$ cat src/design/gmerge_ram.sv
// Generic single-write, single-read RAM with registered read data.
`default_nettype none
module gmerge_ram #(
	parameter int WIDTH = 64,
	parameter int DEPTH = 64
) (
	input  wire logic                     clk,
	input  wire logic                     we,
	input  wire logic [$clog2(DEPTH)-1:0] waddr,
	input  wire logic [WIDTH-1:0]         wdata,
	input  wire logic [$clog2(DEPTH)-1:0] raddr,
	output logic      [WIDTH-1:0]         rdata
);
	logic [WIDTH-1:0] mem [DEPTH];

	always_ff @(posedge clk) begin
		if (we) begin
			mem[waddr] <= wdata;
		end
		rdata <= mem[raddr];
	end
endmodule
`default_nettype wire

$ cat config.mk
export PLATFORM = sky130hd
export DESIGN_NAME = gmerge_ram
export DESIGN_NICKNAME = d
export VERILOG_FILES = /design/src/design/gmerge_ram.sv
export SDC_FILE = /design/constraint.sdc
export NUM_CORES = 2
export LEC_CHECK = 0
export ABC_AREA = 0
export BUFFER_PORTS_ARGS = -buffer_cell sky130_fd_sc_hd__buf_2
export CORE_MARGIN = 1.5
export CORE_UTILIZATION = 45
export CTS_CLUSTER_DIAMETER = 120
export DETAILED_ROUTE_END_ITERATION = 8
export RECOVER_POWER = 50
export SYNTH_ARGS = -nofsm -noshare
export SYNTH_HDL_FRONTEND = slang
export SYNTH_SLANG_ARGS = --single-unit
$ cat constraint.sdc
create_clock -name clk -period 6.4 [get_ports clk]
set_input_delay 0.32 -clock clk [delete_from_list [all_inputs] [get_ports clk]]
set_output_delay 0.32 -clock clk [all_outputs]
set_load 0.1 [all_outputs]
==> flow_summary_export.csv <==
group,metric,value,unit
run_status,status,"finished, violations left",
run_status,violations,"max-capacitance violations, max-slew violations",
critical_path,end_kind,"flip-flop",
synthesis,netlist_top_cells_area,"edfxtp_1 (79%), mux4_2 (15%), mux2i_1 (0.86%)",
global_route,overflow,0,
synthesis,synth_enable_flop_cells,4096,
global_route,antenna_found_initial,35,
synthesis,yosys_warnings,0,
critical_path,crit_required,6.97,ns
drt,first_pass_iters,5,
drt,wl,434,mm
clock_tree,clk_latency,1.00,ns
worst_hold_path,min_path_type,"input port to flip-flop",
placement,dp_hpwl,230,mm
synthesis,synth_cell_type_count,33,
timing,rsz0062_at_grt,"no",
clock_tree,cts.htree.levels,5,
synthesis,synth_flop_cell,"edfxtp_1",
drt,antenna_left,0,
clock_tree,cts_root_buf,"clkbuf_16",
floorplan,die_y,592,um
drt,drt_iter0_drc,10100,
finish,layout_common_cells,"edfxtp_1 (4096), mux4_2 (1024), clkbuf_16 (428)",
floorplan,fp-row-count,216,
placement,placed_area,0.164,mm2
timing,setup_viol,0,
synthesis,synth_top_area_cell,"edfxtp_1",
pwr,max-vdd-ir-drop,0.289,mV
drt,wl_met1,172,mm
clock_tree,cts_tree,"done",
finish,syn2layout_area_growth,13.4,%
synthesis,synth_seq_area_share,79.5,%
pwr,cellPowerDensity,324,mW/mm2
critical_path,criticalPathCategory,"input port to flip-flop",
clock_tree,clockBufferDepth,4,
synthesis,synthArstFlopShare,0,%
timing,slew_headroom,-115,%
drt,wl_met2,211,mm
drt,drc_errors,0,
synthesis,synth-seq-cells,4160,
global_route,grt_pass1_vias,75600,
pwr,leakage,54.9,nW
drt,wl_per_cell,36.2,um
finish,final_common_cell,"edfxtp_1",
critical_path,worst-path-max-fanout,24,
synthesis,synth_cells,6598,
drt,wl_met3,38.6,mm
clock_tree,cts_sinks,4160,
timing,fin_skew,0.0560,ns
critical_path,path_cells,"dlygate4sd3_1 -> clkbuf_1 -> nand2_1 -> nor2_1 -> clkbuf_1 -> buf_4",
synthesis,syn_avg_cell_area,23.7,um2
timing,tightest_slew,3.23,ns
floorplan,core_region_area,0.346,mm2
global_route,grt_use_total,24.7,%
synthesis,synth_top_area_share,78.7,%
timing,tns,0,ns
critical_path,cpMostUsedCell,"clkbuf_1",
floorplan,io_pins,142,
clock_tree,clk_pin_slew,0.06,ns
placement,gp_congestion,0.782,
timing,final-hold-violation-count,0,
finish,final_cell_area,0.177,mm2
synthesis,synthesis.nets,6676,
critical_path,max_stage_delay,1.84,ns
critical_path,worst_ep_arrival_time,4.42,ns
global_route,grt_max_degree,87,
timing,final_max_slew_viol_count,4253,
drt,top_layer_used,"met5",
drt,via_per_inst,6.30,
finish,nFillCells,26700,
drt,vias,75500,
floorplan,initial_utilization,45.2,%
critical_path,cp-start-kind,"input port",
finish,drive_above_1_share,27.2,%
timing,finalCritPeriodShare,60.1,%
clock_tree,cts_setup_buffers,0,
timing,layout_min_cycle_time,3.84,ns
floorplan,die_w,592,um
clock_tree,cts_buffers,421,
flow_run,max_cap_violations,70,
timing,fmax,0.260,GHz
critical_path,crit_path_top_delay_cell,"clkbuf_1",
global_route,grt_pass1_wl,602,mm
finish,nNetsFinal,7097,
synthesis,synth_area,0.156,mm2
placement,port_buffers,141,
floorplan,die-area,0.351,mm2
## logic make-up (layout without fill, tap and decap cells)
group,count (synthesis),count (layout),synth area share (%)
buffers and inverters,389,1166,1.18
AO/OA/AOI/OAI,504,504,2.48
AND/OR/NAND/NOR,386,386,1.24
flip-flops,4160,4160,79.5
multiplexers,1159,1159,15.6
other,0,21,0
## flip-flops by register name, summed over array words and instances (netlist names)
register  cells
mem        4096
rdata        64
## per-layer routing
metal  up-vias  global-route usage (%)
met5         -                       0
met4         4                    6.79
met3       624                    3.91
met2      3893                    39.8
met1     41500                    35.2
li1      29400                       -
## repair_timing
action,4_1_cts,5_1_grt
resized for setup,0,0
hold buffers,4,0
endpoints found under the hold margin,26,0
## worst max-delay path, delay by kind of cell
family | cells | cell delay, ns
AND/OR/NAND/NOR | 2 | 0.35
buffers and inverters | 4 | 3.66
## final timing paths
path                    start           to  slack [ns]  depth (start not counted)
setup / recovery     waddr[2]  mem[55][11]        2.56                          6
hold / removal       waddr[1]  mem[51][61]        0.22                          3
setup reg to reg   mem[52][8]     rdata[8]        4.22                          5
hold reg to reg   mem[47][12]    rdata[12]        0.84                          4
## final cells by class
cell class                 count  area [um2]  share of cell area (%)
antenna                       21        52.6                  0.0296
clock buffer                 546       11300                    6.39
clock inverter               233        2170                    1.22
inverter                      19        71.3                  0.0402
multi-input combinational   2049       30700                    17.3
sequential                  4160      124000                    70.1
tap                         4578        5730                    3.23
timing repair buffer         368        2890                    1.63
## synthesized netlist by cell type (3+ instances only)
| cell | number |
|---|---|
| or3_1 | 29 |
| nor2_1 | 112 |
| a211oi_1 | 63 |
| buf_6 | 6 |
| nor2b_1 | 28 |
| clkbuf_1 | 140 |
| edfxtp_1 | 4096 |
| a31oi_1 | 18 |
| o221ai_1 | 38 |
| a22o_1 | 88 |
| buf_1 | 20 |
| buf_4 | 34 |
| a41oi_1 | 26 |
| nand2b_1 | 11 |
| inv_1 | 19 |
| and3_1 | 64 |
| buf_2 | 170 |
| nand3_1 | 45 |
| a2bb2oi_1 | 19 |
| mux4_2 | 1024 |
| mux2i_1 | 135 |
| and2_1 | 3 |
| or2_2 | 28 |
| a22oi_1 | 168 |
| dfxtp_1 | 64 |
| nand2_1 | 58 |
| o22ai_1 | 83 |
## metrics by stage
step / instances / setup WS (ns) / util [%] / power [mW] / hold slack, ns
floorplan: 6598 / 0.644 / - / 32.6 / 0.419
global placement: 11200 / 2.53 / 47.4 / 33.9 / 0.832
detailed placement: 11200 / 2.52 / 47.4 / 33.9 / 0.832
CTS: 12000 / 3.28 / 51.3 / 57.8 / 0.00215
global route: 12000 / 2.69 / 51.2 / 58.9 / 0.185
finish: 12000 / 2.56 / 51.2 / 57.5 / 0.216
## power breakdown
group / internal (mW) / leakage, nW / switching, mW
clock: 13.8 / 6.58 / 10.3
sequential: 30.2 / 37.4 / 0.152
combinational: 0.925 / 10.9 / 2.05
No activity file was read; power rests on OpenSTA's default activity.
