==> config.mk <==
export PLATFORM = sky130hd
export DESIGN_NAME = gmerge_cfg
export DESIGN_NICKNAME = d
export VERILOG_FILES = /design/src/design/gmerge_pkg.sv /design/src/design/gmerge_cfg.sv
export SDC_FILE = /design/constraint.sdc
export NUM_CORES = 1
export LEC_CHECK = 0
export BUFFER_PORTS_ARGS = -buffer_cell sky130_fd_sc_hd__buf_2
export CELL_PAD_IN_SITES_DETAIL_PLACEMENT = 0
export CELL_PAD_IN_SITES_GLOBAL_PLACEMENT = 2
export CORE_MARGIN = 2
export CORE_UTILIZATION = 28
export CTS_CLUSTER_DIAMETER = 120
export CTS_CLUSTER_SIZE = 28
export DETAILED_ROUTE_END_ITERATION = 16
export GPL_ROUTABILITY_DRIVEN = 0
export PLACE_DENSITY_LB_ADDON = 0.1
export SLEW_MARGIN = 20
export SYNTH_ARGS = -nofsm -noshare
export SYNTH_HDL_FRONTEND = slang
export SYNTH_SLANG_ARGS = --single-unit
==> constraint.sdc <==
create_clock -name clk -period 5.85 [get_ports clk]
set_input_delay 0.585 -clock clk [delete_from_list [all_inputs] [get_ports clk]]
set_output_delay 0.585 -clock clk [all_outputs]
set_load 0.05 [all_outputs]
==> src/design/gmerge_pkg.sv <==
// Shared types, constants and helpers for the gap-method merge unit.
`default_nettype none
package gmerge_pkg;
	localparam int MAX_LIST    = 32;
	localparam int STORE_DEPTH = 2 * MAX_LIST;
	localparam int ADDR_W      = $clog2(STORE_DEPTH);
	localparam int CNT_W       = $clog2(STORE_DEPTH + 1);
	localparam int EFF_W       = $clog2(MAX_LIST + 1);
	localparam int DATA_W      = 64;
	localparam int LEN_W       = 6;
	localparam int CFG_IDX_W   = 2;

	localparam logic [CFG_IDX_W-1:0] REG_FIRST  = CFG_IDX_W'(0);
	localparam logic [CFG_IDX_W-1:0] REG_SECOND = CFG_IDX_W'(1);
	localparam logic [LEN_W-1:0]     COUNT_RESET = LEN_W'(32);

	typedef struct packed {
		logic [EFF_W-1:0] first;
		logic [CNT_W-1:0] total;
	} cfg_t;

	typedef struct packed {
		logic                     we;
		logic [ADDR_W-1:0]        waddr;
		logic signed [DATA_W-1:0] wdata;
		logic [ADDR_W-1:0]        raddr;
	} ram_req_t;

	// zero acts as one, anything above the store half acts as the maximum
	function automatic logic [EFF_W-1:0] eff_count(input logic [LEN_W-1:0] r);
		logic [EFF_W-1:0] res;
		if (r == '0) begin
			res = EFF_W'(1);
		end else if (int'(r) > MAX_LIST) begin
			res = EFF_W'(MAX_LIST);
		end else begin
			res = EFF_W'(r);
		end
		return res;
	endfunction

	// ceil(g/2), with 1 and 0 ending the sequence
	function automatic logic [CNT_W-1:0] next_gap(input logic [CNT_W-1:0] g);
		logic [CNT_W-1:0] res;
		if (g <= CNT_W'(1)) begin
			res = '0;
		end else begin
			res = (g >> 1) + {{(CNT_W-1){1'b0}}, g[0]};
		end
		return res;
	endfunction
endpackage
`default_nettype wire

==> src/design/gmerge_cfg.sv <==
// Length registers and their clamped view.
`default_nettype none
module gmerge_cfg (
	input  wire logic                            clk,
	input  wire logic                            arst_n,
	input  wire logic                            cfg_valid,
	input  wire logic [gmerge_pkg::CFG_IDX_W-1:0] cfg_index,
	input  wire logic [gmerge_pkg::LEN_W-1:0]    cfg_data,
	output logic                                 cfg_ready,
	output gmerge_pkg::cfg_t                     cfg
);
	import gmerge_pkg::*;

	logic [LEN_W-1:0] first_q;
	logic [LEN_W-1:0] second_q;
	logic [EFF_W-1:0] first_eff;
	logic [EFF_W-1:0] second_eff;

	assign cfg_ready = 1'b1;

	always_ff @(posedge clk or negedge arst_n) begin
		if (!arst_n) begin
			first_q  <= COUNT_RESET;
			second_q <= COUNT_RESET;
		end else if (cfg_valid) begin
			case (cfg_index)
				REG_FIRST:  first_q  <= cfg_data;
				REG_SECOND: second_q <= cfg_data;
				default: ;
			endcase
		end
	end

	assign first_eff  = eff_count(first_q);
	assign second_eff = eff_count(second_q);
	assign cfg.first  = first_eff;
	assign cfg.total  = CNT_W'(first_eff) + CNT_W'(second_eff);
endmodule
`default_nettype wire

==> impl_metrics.csv <==
group,metric,value,unit
critical_path,endpoint,"cfg[6]",
critical_path,cp-start-kind,"register",
drt,dr.pass1.iters,4,
critical_path,reg2reg_depth,1,
placement,place_ws,2938,ps
drt,drt-met1-wl,711,um
synth,syn_area,799.5,um2
grt,grt_max_degree,13,
critical_path,rrSetupSlack,5030,ps
drt,drt_iter0_markers,2,
drt,dr_wl_met3,82,um
cells_and_area,fin_util,35.29,%
timing,fmax,317.3,MHz
timing,hold_viol,0,
placement,dp_hpwl,1304,um
clock_network,cts_resized,0,
synth,yosys_warnings,0,
drt,highest_layer,"met4",
clock_network,post_cts_buffers,0,
drt,wl,1512,um
clock_network,hold_buffers,0,
synth,synth_cell_types,24,
pwr,peakVddDrop,170.8,uV
cells_and_area,nFillCells,299,
critical_path,cp-end-kind,"primary output",
timing,report.final.slew_viol_count,0,
cells_and_area,multiInputGateArea,466.7,um2
critical_path,worstPathRequired,5270,ps
drt,routed-wl-met2,713,um
floorplan,io_pins,25,
cells_and_area,final_cell_mix,"buf_2 (23), mux2_2 (12), dfrtp_1 (10)",
floorplan,core_area,2734,um2
synth,avgSynthCellArea,11.10,um2
min_path,min_path_type,"in2async",
synth,synthCells,72,
cells_and_area,layout-drive-gt1-share,46.88,%
timing,fin_crit_sh,53.88,%
timing,rsz0062_at_grt,"false",
grt,grt_pass1_vias,574,
critical_path,worstSetupPathType,"reg2out",
drt,wl_per_cell,11.91,um
drt,via_count,583,
placement,io_buffers,23,
grt,grt_usage,10.00,%
flow_run,maxCapViolCount,0,
cells_and_area,syn_to_final_growth,20.66,%
clock_network,cts_max_level,1,
floorplan,initial_utilization,29.24,%
timing,tns,0,ps
floorplan,die_h,57.44,um
clock_network,clk_path_buf_depth,2,
timing,skew,0,ps
pwr,total_power,406.2,uW
clock_network,clk_latency,260,ps
critical_path,reg2reg_to,"first_q[5]$_DFFE_PN1P_",
timing,fin_crit,3152,ps
pwr,power.density,421.1,nW/um2
floorplan,rows,19,
synth,synth_nets,90,
synth,ys_seq_area_share,37.87,%
synth,ys_seq_elements,12,
clock_network,numClockSinks,12,
clock_network,root_buffer,"clkbuf_4",
grt,grt-ovfl-total,0,
grt,grt_antenna_before_repair,0,
critical_path,startpoint,"first_q[1]$_DFFE_PN0P_",
drt,postRouteAntennaNets,0,
clock_network,cts_tree,"yes",
status,status,"completed",
floorplan,die-width,57.44,um
clock_network,clk_pin_slew_worst_paths,70,ps
grt,grt_pass1_wl,2559,um
critical_path,arrival,2570,ps
floorplan,dieArea,3299,um2
critical_path,rr_startpoint,"first_q[5]$_DFFE_PN1P_",
critical_path,worstPathMaxFanout,3,
clock_network,cts_buffers,3,
drt,drc,0,
cells_and_area,final_common_cell,"buf_2",
cells_and_area,final_nets,115,
timing,setup_viol,0,
timing,whs,181.7,ps
cells_and_area,antennaDiodeCount,0,
cells_and_area,regArea,302.8,um2
pwr,power.leakage,0.4674,nW
timing,post-route-worst-setup-slack,2698,ps
drt,vias_per_cell,4.591,
[cell usage after synthesis, drive strengths merged]
cell,number,share of area (%)
o31a,1,1.3
nor2,5,2.3
nor3b,1,2.3
conb,1,0.47
buf,1,0.94
nand2b,3,2.3
fa,1,2.5
dfstp,2,6.6
dfrtp,10,31
ha,6,9.4
mux2,12,17
nor4,2,1.6
a21oi,3,1.9
a211oi,1,1.6
nand3b,1,1.4
o21ai,3,1.9
nor2b,7,6.4
xnor2,3,3.3
clkbuf,2,0.94
inv,4,1.9
a21o,1,0.94
o21a,1,0.94
o21bai,1,0.94
[per-stage QoR]
step	instance area, um2	instances
after floorplan	799.5	72
after global placement	938.4	123
after detailed placement	938.4	123
after CTS	964.7	127
after global routing	964.7	127
final	964.7	127
[state kept, by name (all words and copies together) (netlist names)]
name / flops
first_q: 6
second_q: 6
[logic make-up (layout without fill, tap and decap cells)]
kind of cell             count (synthesis)  count (layout)  share of synthesized area, %
multiplexers                            12              12                         16.90
flip-flops                              12              12                         37.87
other                                    1               1                        0.4690
buffers and inverters                    7              31                         3.756
AO/OA/AOI/OAI                           11              11                         9.389
XOR/XNOR                                 3               3                         3.287
AND/OR/NAND/NOR                         19              19                         16.43
adder cells (fa/ha/maj)                  7               7                         11.89
[worst min path at each step]
stage                     slack (ps)  depth (start not counted)   start                      end
after floorplan                  290                          0  arst_n   first_q[0]$_DFFE_PN0P_
after global placement           470                          1  arst_n   first_q[4]$_DFFE_PN0P_
after detailed placement         470                          1  arst_n   first_q[4]$_DFFE_PN0P_
after CTS                        180                          1  arst_n   first_q[2]$_DFFE_PN0P_
after global routing             180                          1  arst_n  second_q[3]$_DFFE_PN0P_
final                            180                          1  arst_n  second_q[3]$_DFFE_PN0P_
[critical path, stage by stage, from the launching register on]
cell	delay [ps]
dfrtp_1	410
nor4_1	290
nor2_1	70
nor2_1	140
ha_1	230
inv_1	70
fa_1	440
nor2b_4	140
o31a_2	140
o21ai_0	70
nand2b_1	70
buf_2	250
[cell type report]
| type | instances | share of cell area, % |
|---|---|---|
| inverter | 4 | 1.556 |
| sequential | 12 | 31.39 |
| timing repair buffer | 23 | 11.93 |
| tap | 31 | 4.021 |
| multi-input combinational | 53 | 48.38 |
| clock buffer | 4 | 2.724 |
[per-layer routing]
layer  vias to the layer above  track usage, %
met5                         -               0
met4                         0           3.987
met3                         2           1.587
met2                        16           16.40
met1                       270           13.12
li1                        295               -
[report_power, final]
part           internal [mW]  leakage, nW  switching, mW
clock                 0.0263       0.0150         0.0243
combinational         0.0730        0.313          0.166
sequential             0.101        0.139         0.0154
total                  0.200        0.467          0.206
(Power assumes the default switching activity.)
