==> config.mk <==
export PLATFORM = sky130hd
export DESIGN_NAME = gmerge_ctrl
export DESIGN_NICKNAME = d
export VERILOG_FILES = /design/src/design/gmerge_pkg.sv /design/src/design/gmerge_ctrl.sv
export SDC_FILE = /design/constraint.sdc
export NUM_CORES = 1
export LEC_CHECK = 0
export CAP_MARGIN = 20
export CORE_MARGIN = 3
export CORE_UTILIZATION = 34
export CTS_CLUSTER_DIAMETER = 80
export DETAILED_ROUTE_END_ITERATION = 6
export DONT_BUFFER_PORTS = 1
export PLACE_DENSITY = 0.48
export REMOVE_ABC_BUFFERS = 1
export SETUP_SLACK_MARGIN = 0.05
export SYNTH_ARGS = -nofsm -noshare
export SYNTH_HDL_FRONTEND = slang
export SYNTH_SLANG_ARGS = --single-unit
==> constraint.sdc <==
create_clock -name clk -period 6.7 [get_ports clk]
set_clock_uncertainty 0.2 [all_clocks]
set_input_delay 2.01 -clock clk [delete_from_list [all_inputs] [get_ports clk]]
set_output_delay 2.01 -clock clk [all_outputs]
set_load 0.02 [all_outputs]
==> src/design/gmerge_pkg.sv <==
// Shared types, constants and helpers for the gap-method merge unit.
`default_nettype none
package gmerge_pkg;
	localparam int MAX_LIST    = 32;
	localparam int STORE_DEPTH = 2 * MAX_LIST;
	localparam int ADDR_W      = $clog2(STORE_DEPTH);
	localparam int CNT_W       = $clog2(STORE_DEPTH + 1);
	localparam int EFF_W       = $clog2(MAX_LIST + 1);
	localparam int DATA_W      = 64;
	localparam int LEN_W       = 6;
	localparam int CFG_IDX_W   = 2;

	localparam logic [CFG_IDX_W-1:0] REG_FIRST  = CFG_IDX_W'(0);
	localparam logic [CFG_IDX_W-1:0] REG_SECOND = CFG_IDX_W'(1);
	localparam logic [LEN_W-1:0]     COUNT_RESET = LEN_W'(32);

	typedef struct packed {
		logic [EFF_W-1:0] first;
		logic [CNT_W-1:0] total;
	} cfg_t;

	typedef struct packed {
		logic                     we;
		logic [ADDR_W-1:0]        waddr;
		logic signed [DATA_W-1:0] wdata;
		logic [ADDR_W-1:0]        raddr;
	} ram_req_t;

	// zero acts as one, anything above the store half acts as the maximum
	function automatic logic [EFF_W-1:0] eff_count(input logic [LEN_W-1:0] r);
		logic [EFF_W-1:0] res;
		if (r == '0) begin
			res = EFF_W'(1);
		end else if (int'(r) > MAX_LIST) begin
			res = EFF_W'(MAX_LIST);
		end else begin
			res = EFF_W'(r);
		end
		return res;
	endfunction

	// ceil(g/2), with 1 and 0 ending the sequence
	function automatic logic [CNT_W-1:0] next_gap(input logic [CNT_W-1:0] g);
		logic [CNT_W-1:0] res;
		if (g <= CNT_W'(1)) begin
			res = '0;
		end else begin
			res = (g >> 1) + {{(CNT_W-1){1'b0}}, g[0]};
		end
		return res;
	endfunction
endpackage
`default_nettype wire

==> src/design/gmerge_ctrl.sv <==
// Load, gap-pass compare-swap and emit sequencer around the element RAM.
`default_nettype none
module gmerge_ctrl (
	input  wire logic                              clk,
	input  wire logic                              arst_n,
	input  wire logic                              start,
	input  wire logic signed [gmerge_pkg::DATA_W-1:0] value,
	input  wire gmerge_pkg::cfg_t                  cfg,
	input  wire logic signed [gmerge_pkg::DATA_W-1:0] rd_data,
	output logic                                   busy,
	output gmerge_pkg::ram_req_t                   ram_req,
	output logic                                   res_valid,
	output logic                                   in_second,
	output logic                                   is_last
);
	import gmerge_pkg::*;

	localparam logic [2:0] ST_IDLE = 3'd0;
	localparam logic [2:0] ST_RD_A = 3'd1;
	localparam logic [2:0] ST_RD_B = 3'd2;
	localparam logic [2:0] ST_CMP  = 3'd3;
	localparam logic [2:0] ST_WR_B = 3'd4;
	localparam logic [2:0] ST_EMIT = 3'd5;

	logic [2:0]               state_q, state_d;
	logic [CNT_W-1:0]         lc_q, lc_d;
	logic [ADDR_W-1:0]        idx_q, idx_d;
	logic [CNT_W-1:0]         gap_q, gap_d;
	logic [CNT_W-1:0]         k_q, k_d;
	logic [CNT_W-1:0]         total_q, total_d;
	logic [EFF_W-1:0]         first_q, first_d;
	logic signed [DATA_W-1:0] a_q;
	logic                     valid_s1, second_s1, last_s1;

	logic             accept, lc_room, batch_done, swap, more_pairs, emit;
	logic [CNT_W-1:0] lc_next, partner, idx_inc, gap_nx, k_inc;
	logic [2:0]       adv_state;
	logic [ADDR_W-1:0] adv_idx;
	logic [CNT_W-1:0] adv_gap;

	assign busy       = (state_q != ST_IDLE);
	assign accept     = start && (state_q == ST_IDLE);
	assign lc_room    = (lc_q < CNT_W'(STORE_DEPTH));
	assign lc_next    = lc_q + {{(CNT_W-1){1'b0}}, lc_room};
	assign batch_done = (lc_next >= cfg.total);
	assign partner    = CNT_W'(idx_q) + gap_q;
	assign idx_inc    = CNT_W'(idx_q) + CNT_W'(1);
	assign more_pairs = ((idx_inc + gap_q) < total_q);
	assign gap_nx     = next_gap(gap_q);
	assign swap       = (a_q > rd_data);
	assign emit       = (state_q == ST_EMIT);
	assign k_inc      = k_q + CNT_W'(1);

	// step to the next pair, the next pass, or out to emit
	always_comb begin
		adv_state = ST_RD_A;
		adv_idx   = '0;
		adv_gap   = gap_q;
		if (more_pairs) begin
			adv_idx = idx_inc[ADDR_W-1:0];
		end else if (gap_nx == '0) begin
			adv_state = ST_EMIT;
		end else begin
			adv_gap = gap_nx;
		end
	end

	always_comb begin
		ram_req.we    = 1'b0;
		ram_req.waddr = lc_q[ADDR_W-1:0];
		ram_req.wdata = value;
		ram_req.raddr = idx_q;
		case (state_q)
			ST_IDLE: ram_req.we = accept && lc_room;
			ST_RD_B: ram_req.raddr = partner[ADDR_W-1:0];
			ST_CMP: begin
				ram_req.we    = swap;
				ram_req.waddr = idx_q;
				ram_req.wdata = rd_data;
			end
			ST_WR_B: begin
				ram_req.we    = 1'b1;
				ram_req.waddr = partner[ADDR_W-1:0];
				ram_req.wdata = a_q;
			end
			ST_EMIT: ram_req.raddr = k_q[ADDR_W-1:0];
			default: ;
		endcase
	end

	always_comb begin
		state_d = state_q;
		lc_d    = lc_q;
		idx_d   = idx_q;
		gap_d   = gap_q;
		k_d     = k_q;
		total_d = total_q;
		first_d = first_q;
		case (state_q)
			ST_IDLE: begin
				if (accept) begin
					if (batch_done) begin
						lc_d    = '0;
						total_d = cfg.total;
						first_d = cfg.first;
						gap_d   = next_gap(cfg.total);
						idx_d   = '0;
						state_d = ST_RD_A;
					end else begin
						lc_d = lc_next;
					end
				end
			end
			ST_RD_A: state_d = ST_RD_B;
			ST_RD_B: state_d = ST_CMP;
			ST_CMP: begin
				if (swap) begin
					state_d = ST_WR_B;
				end else begin
					state_d = adv_state;
					idx_d   = adv_idx;
					gap_d   = adv_gap;
					k_d     = '0;
				end
			end
			ST_WR_B: begin
				state_d = adv_state;
				idx_d   = adv_idx;
				gap_d   = adv_gap;
				k_d     = '0;
			end
			ST_EMIT: begin
				k_d = k_inc;
				if (k_inc == total_q) begin
					state_d = ST_IDLE;
				end
			end
			default: state_d = ST_IDLE;
		endcase
	end

	always_ff @(posedge clk or negedge arst_n) begin
		if (!arst_n) begin
			state_q   <= ST_IDLE;
			lc_q      <= '0;
			valid_s1  <= 1'b0;
			second_s1 <= 1'b0;
			last_s1   <= 1'b0;
		end else begin
			state_q   <= state_d;
			lc_q      <= lc_d;
			valid_s1  <= emit;
			second_s1 <= emit && (k_q >= CNT_W'(first_q));
			last_s1   <= emit && (k_inc == total_q);
		end
	end

	always_ff @(posedge clk) begin
		idx_q   <= idx_d;
		gap_q   <= gap_d;
		k_q     <= k_d;
		total_q <= total_d;
		first_q <= first_d;
		if (state_q == ST_RD_B) begin
			a_q <= rd_data;
		end
	end

	assign res_valid = valid_s1;
	assign in_second = second_s1;
	assign is_last   = last_s1;
endmodule
`default_nettype wire

==> results of run 1 <==
[cells in the final DEF (no fill, tap or decap), types with 5 or more instances in the layout]
master     instances
a21oi_2            7
edfxtp_1          97
a22oi_1           72
a21oi_1           32
nand3_1           29
xor2_1            14
nor4_1             5
dfrtp_1           13
nand4_1           20
xnor2_1           26
clkbuf_16          9
ha_4               9
nand2_1          164
o22ai_1            5
o21ai_0           25
buf_4             21
inv_1             92
ha_1              95
nand2b_1           8
a21o_1            12
nor2_1            33
nor2b_1            9
[flip-flops by register name (all words and copies together), names as in the netlist]
register   cells
state_q        3
idx_q          6
first_q        6
in_second      1
k_q            7
res_valid      1
is_last        1
a_q           64
gap_q          7
total_q        7
lc_q           7
[worst register-to-register path, cell delays in order, from the launching register on]
cell and delay [ps]:
edfxtp_1 530, ha_1 290, xor2_1 250, ha_1 310, a21oi_1 170, nor2_1 60, nor2_1 150, o21bai_1 80
a21oi_1 170, xnor2_1 110, ha_1 270, o21ai_0 90, o21ai_0 790, nand2_1 120, nor3_1 160, buf_4 200
[power breakdown]
group	total, mW	switching (mW)	internal, mW	leakage, nW
registers	1.21	0.197	1.01	1.08
clock network	0.603	0.271	0.332	0.151
logic	1.90	1.25	0.642	2.73
total	3.70	1.72	1.98	3.95
[cell families after synthesis]
group	after synthesis	synth area share [%]
multiplexers	1	0.126
buffers and inverters	127	5.98
adder cells (fa/ha/maj)	106	16.8
XOR/XNOR	40	4.39
AO/OA/AOI/OAI	190	16.2
flip-flops	110	40.6
AND/OR/NAND/NOR	287	15.9
[metrics by stage]
step	hold slack (ps)	util (%)	cell area, um^2
6_report	318	39.4	9000
5_1_grt	354	39.4	9000
4_1_cts	320	38.5	8810
3_5_place_dp	301	36.9	8440
3_3_place_gp	296	36.9	8440
2_1_floorplan	272	-	7870
[worst paths after layout]
check | to | depth (start not counted) | from | slack (ps)
worst min-delay path | lc_q[6] | 2 | lc_q[6] | 320
max in group asynchronous | lc_q[3] | 0 | arst_n | 5090
worst max register to register | gap_q[1] | 15 | idx_q[1] | 2450
worst max-delay path | ram_req[76] | 11 | rd_data[43] | 120
worst min register to register | lc_q[6] | 2 | lc_q[6] | 320
min in group asynchronous | res_valid | 0 | arst_n | 1140
[final cells by class]
| cell class | count | area (um^2) |
|---|---|---|
| clock buffer | 10 | 229 |
| clock inverter | 6 | 95.1 |
| fill | 2363 | 13800 |
| inverter | 100 | 395 |
| multi-input combinational | 624 | 4470 |
| sequential | 110 | 3240 |
| tap | 313 | 392 |
| timing repair buffer | 22 | 178 |
[routing by layer]
| layer | up-vias | routed length [um] | GRT usage, % |
|---|---|---|---|
| met5 | - | 0 | 0 |
| met4 | 0 | 416 | 5.09 |
| met3 | 26 | 1450 | 4.24 |
| met2 | 199 | 10200 | 27.6 |
| met1 | 2886 | 9900 | 22.2 |
| li1 | 3091 | - | - |
[what timing repair did]
action | in CTS | in global routing
buffers inserted | 0 | 4
resized for setup | 6 | 34
pin swaps | 3 | 23
endpoints found under the setup margin | 1 | 1
hold buffers | 0 | 0
==> impl_metrics.ini, run 1 <==
[die]
initial_core_util_pct = 34.9
core_area_mm2 = 0.0228
pin_count = 225
die_x_um = 159
rows = 55
die-area_mm2 = 0.0253
die_y_um = 159

[yosys]
ys_seq_area_share_pct = 40.6
netlist_area_mm2 = 0.00797
synth_cell_types = 50
synth_top_area_share_pct = 36.5
ys_warn_count = 0
async_flop_share_pct = 11.8
synth-edff-count = 97
dominantRegCellSynth = edfxtp_1
netlist_instances = 861
ys_top_cells_by_area = edfxtp_1 (37%), ha_1 (16%), nand2_1 (7.7%), a22oi_1 (6.8%), inv_1 (4.7%)
synth_top_area_cell = edfxtp_1
yosys-top-cells-count = nand2_1 (164), ha_1 (104), inv_1 (99)
avgSynthCellArea_um2 = 9.26
synth_most_common_cell = nand2_1
ys_ff_latch = 110

[placement]
dpl.hpwl_um = 16700
pre_cts_ws_ps = -159
port_buffers = 0
dp_cells = 1166
place.gp.congestion = 0.798

[grt]
grtUsageTotal_pct = 16.9
grt_pass1_vias = 6212
grt_antenna_before_repair = 0
gr-total-overflow = 0
grt_max_degree = 67
grt_pass1_wl_um = 34600

[clock_network]
clockBufferDepth = 2
cts_buffers = 9
htreeDepth = 3
clk-insertion-delay-late_ps = 360
cts_sinks = 110
cts_root_buffer = clkbuf_16
clk_pin_slew_ps = 70
cts_tree = yes

[routing]
firstDrtPassIters = 4
drt_iter0_drc = 316
antenna_left = 0
vias = 6202
wl_um = 22000
routed_via_density = 5.23
drc = 0
wl_per_cell_um = 18.5

[worst_setup_path]
cp.arrival_ps = 4370
critPathBufInv = 2
path_delay_family = simple AND/OR/NAND/NOR gates
critical_path_class = in -> out
end_kind = output port
crit_chain = inv_1 > ha_1 > a21oi_2 > o21a_1 > nor2_1 > o31a_1 > or4_4 > or3_4 > a21oi_2 > or3_4 > buf_12
critPathRequiredTime_ps = 4490
critPathMaxStageDelay_ps = 550
start_kind = input port
crit_fanout = 3
slowest_stage = or4_4

[power]
cellPowerDensity_mw_per_mm2 = 411
p_leak_nw = 3.95
total_power_mw = 3.70
ir_drop_mv = 0.143

[finish]
antennaDiodeCount = 0
area_delta_synth_final_pct = 12.9
fin_nets = 1117
drive_above_1_share_pct = 8.72
layout.cells.non_filler = 1185

[timing]
worstMarginPinSlew_ps = 998
max_slew_margin_pct = 32.8
period_share_pct = 98.2
totalNegativeSetupSlack_ps = 0
finalSetupViolations = 0
timing.fmax_mhz = 152
rsz0062_at_grt = true
hold_violations = 0
worst_slack_ps = 123
fin_crit_ps = 6580
slew_viol_final = 0

[run_status]
outcome = completed

[hold_path]
min-delay-path-class = reg -> reg

[run]
drv_cap = 0
No activity file was read; power rests on OpenSTA's default activity.
==> inputs of run 2 (changes only) <==
==> constraint.sdc (replaced) <==
create_clock -name clk -period 8.3 [get_ports clk]
set_clock_uncertainty 0.2 [all_clocks]
set_input_delay 2.49 -clock clk [delete_from_list [all_inputs] [get_ports clk]]
set_output_delay 2.49 -clock clk [all_outputs]
set_load 0.02 [all_outputs]
==> impl_metrics.ini, run 2 (synthesis gave the netlist of run 1 again) <==
[run_status]
outcome = completed

[die]
initial_core_util_pct = 34.9
die_y_um = 159
die_x_um = 159
core_area_mm2 = 0.0228
die-area_mm2 = 0.0253
rows = 55
pin_count = 225

[finish]
antennaDiodeCount = 0
largest_register = a_q
fillers = 2348
drive_above_1_share_pct = 4.31
fin_nets = 1103
final_cell_mix = nand2_1 (164), ha_1 (104), inv_1 (98), edfxtp_1 (97), a22oi_1 (72)
area_delta_synth_final_pct = 8.63
layout.cells.non_filler = 1171
layout_commonest_cell = nand2_1
largest_register_ffs = 64

[power]
p_leak_nw = 3.86
cellPowerDensity_mw_per_mm2 = 335
ir_drop_mv = 0.157

[routing]
wl_per_cell_um = 18.3
wl_met3_um = 1270
firstDrtPassIters = 4
vias = 6076
route.met2.wl_um = 9960
antenna_left = 0
drt_iter0_drc = 326
wl_met1_um = 9860
wl_um = 21400
routed_via_density = 5.19
drc = 0
top_layer_used = met4

[timing]
fin_crit_ps = 7750
totalNegativeSetupSlack_ps = 0
hold_violations = 0
rsz0062_at_grt = false
period_share_pct = 93.4
worstMarginPinSlew_ps = 1030
finalSetupViolations = 0
max_slew_margin_pct = 30.6
timing.fmax_mhz = 129
slew_viol_final = 0
finalHoldWorstSlack_ps = 316

[grt]
grt_pass1_vias = 5881
grt_pass1_wl_um = 33500
gr-total-overflow = 0
grt_max_degree = 67
grt_antenna_before_repair = 0
grtUsageTotal_pct = 16.6

[clock_network]
clk_pin_slew_ps = 80
cts_sinks = 110
cts_tree = yes
post-cts-setup-buffers = 0
cts_root_buffer = clkbuf_16
holdBufCountCts = 0
htreeDepth = 3
cts_buffers = 9
clk-insertion-delay-late_ps = 370
cts.repair.resized = 0
clockBufferDepth = 2

[placement]
dp_cells = 1154
port_buffers = 0
dpl.hpwl_um = 16500
place.gp.congestion = 0.836

[worst_setup_path]
cp.arrival_ps = 5060
critical_path_class = in -> out
critPathBufInv = 1
crit_start = rd_data[7]
crit_fanout = 4
critPathMaxStageDelay_ps = 460
r2r_start = idx_q[0]
crit_chain = inv_1 > ha_1 > a21oi_1 > o21ai_0 > a221oi_1 > a31oi_1 > or4_4 > or3_4 > a21oi_2 > or3_1
path_delay_family = simple AND/OR/NAND/NOR gates
critPathRequiredTime_ps = 5610
slowest_stage = a221oi_1
start_kind = input port
end_kind = output port

[run]
drv_cap = 0

[hold_path]
min-delay-path-class = reg -> reg
holdCritStartpoint = lc_q[6]
[run 2: cell count changes in the layout (fill, tap and decap cells not counted), moves of 2 or more]
cell        before  now
a21oi_1         32   38
a21oi_2          7    2
a221oi_1         0    2
a221oi_2         3    1
buf_4           21    7
clkinvlp_4       2    0
ha_1            95  104
ha_4             9    0
inv_1           92   98
inv_2            3    1
o21ai_0         25   27
[run 2: final cells by class]
cell class,count,area [um^2],share of cell area [%]
clock inverters,7,87.6,1.01
flip-flops and latches,110,3240,37.4
clock buffers,9,225,2.60
repair buffers,8,60.1,0.693
well taps,313,392,4.52
multi-input cells,624,4280,49.5
inverters,100,375,4.33
[run 2: path summary, 6_finish.rpt]
path | end | slack [ps] | cells after the start
max | ram_req[76] | 550 | 10
min | lc_q[6] | 320 | 2
max reg2reg | gap_q[2] | 3980 | 15
min reg2reg | lc_q[6] | 320 | 2
max in group asynchronous | state_q[2] | 6210 | 0
min in group asynchronous | lc_q[2] | 1610 | 0
[run 2: metal layers]
layer,global-route usage [%],vias to the layer above
met4,4.06,0
met5,0,-
met2,26.9,182
met1,22.3,2812
met3,4.06,21
li1,-,3061
[run 2: where the power goes]
| part | total [mW] | switching [mW] | internal (mW) |
|---|---|---|---|
| combinational | 1.46 | 0.989 | 0.474 |
| sequential | 0.963 | 0.149 | 0.814 |
| clock | 0.477 | 0.234 | 0.243 |
| total | 2.90 | 1.37 | 1.53 |
[run 2: metrics by stage]
stage | power [mW] | utilization (%) | setup WS [ps] | area, um^2
3_3_place_gp | 2.45 | 36.5 | 457 | 8340
4_1_cts | 2.94 | 37.9 | 444 | 8650
3_5_place_dp | 2.45 | 36.5 | 452 | 8340
2_1_floorplan | 2.09 | - | 233 | 7870
5_1_grt | 3.14 | 37.9 | 335 | 8660
6_report | 2.90 | 37.9 | 549 | 8660
[run 2: worst register-to-register path, delay by kind of cell, from the launching register on]
| kind | cells | cell delay, ps |
|---|---|---|
| XOR/XNOR | 2 | 370 |
| buffers and inverters | 1 | 230 |
| flip-flops | 1 | 520 |
| adder cells (fa/ha/maj) | 3 | 900 |
| AND/OR/NAND/NOR | 4 | 480 |
| AO/OA/AOI/OAI | 5 | 1320 |
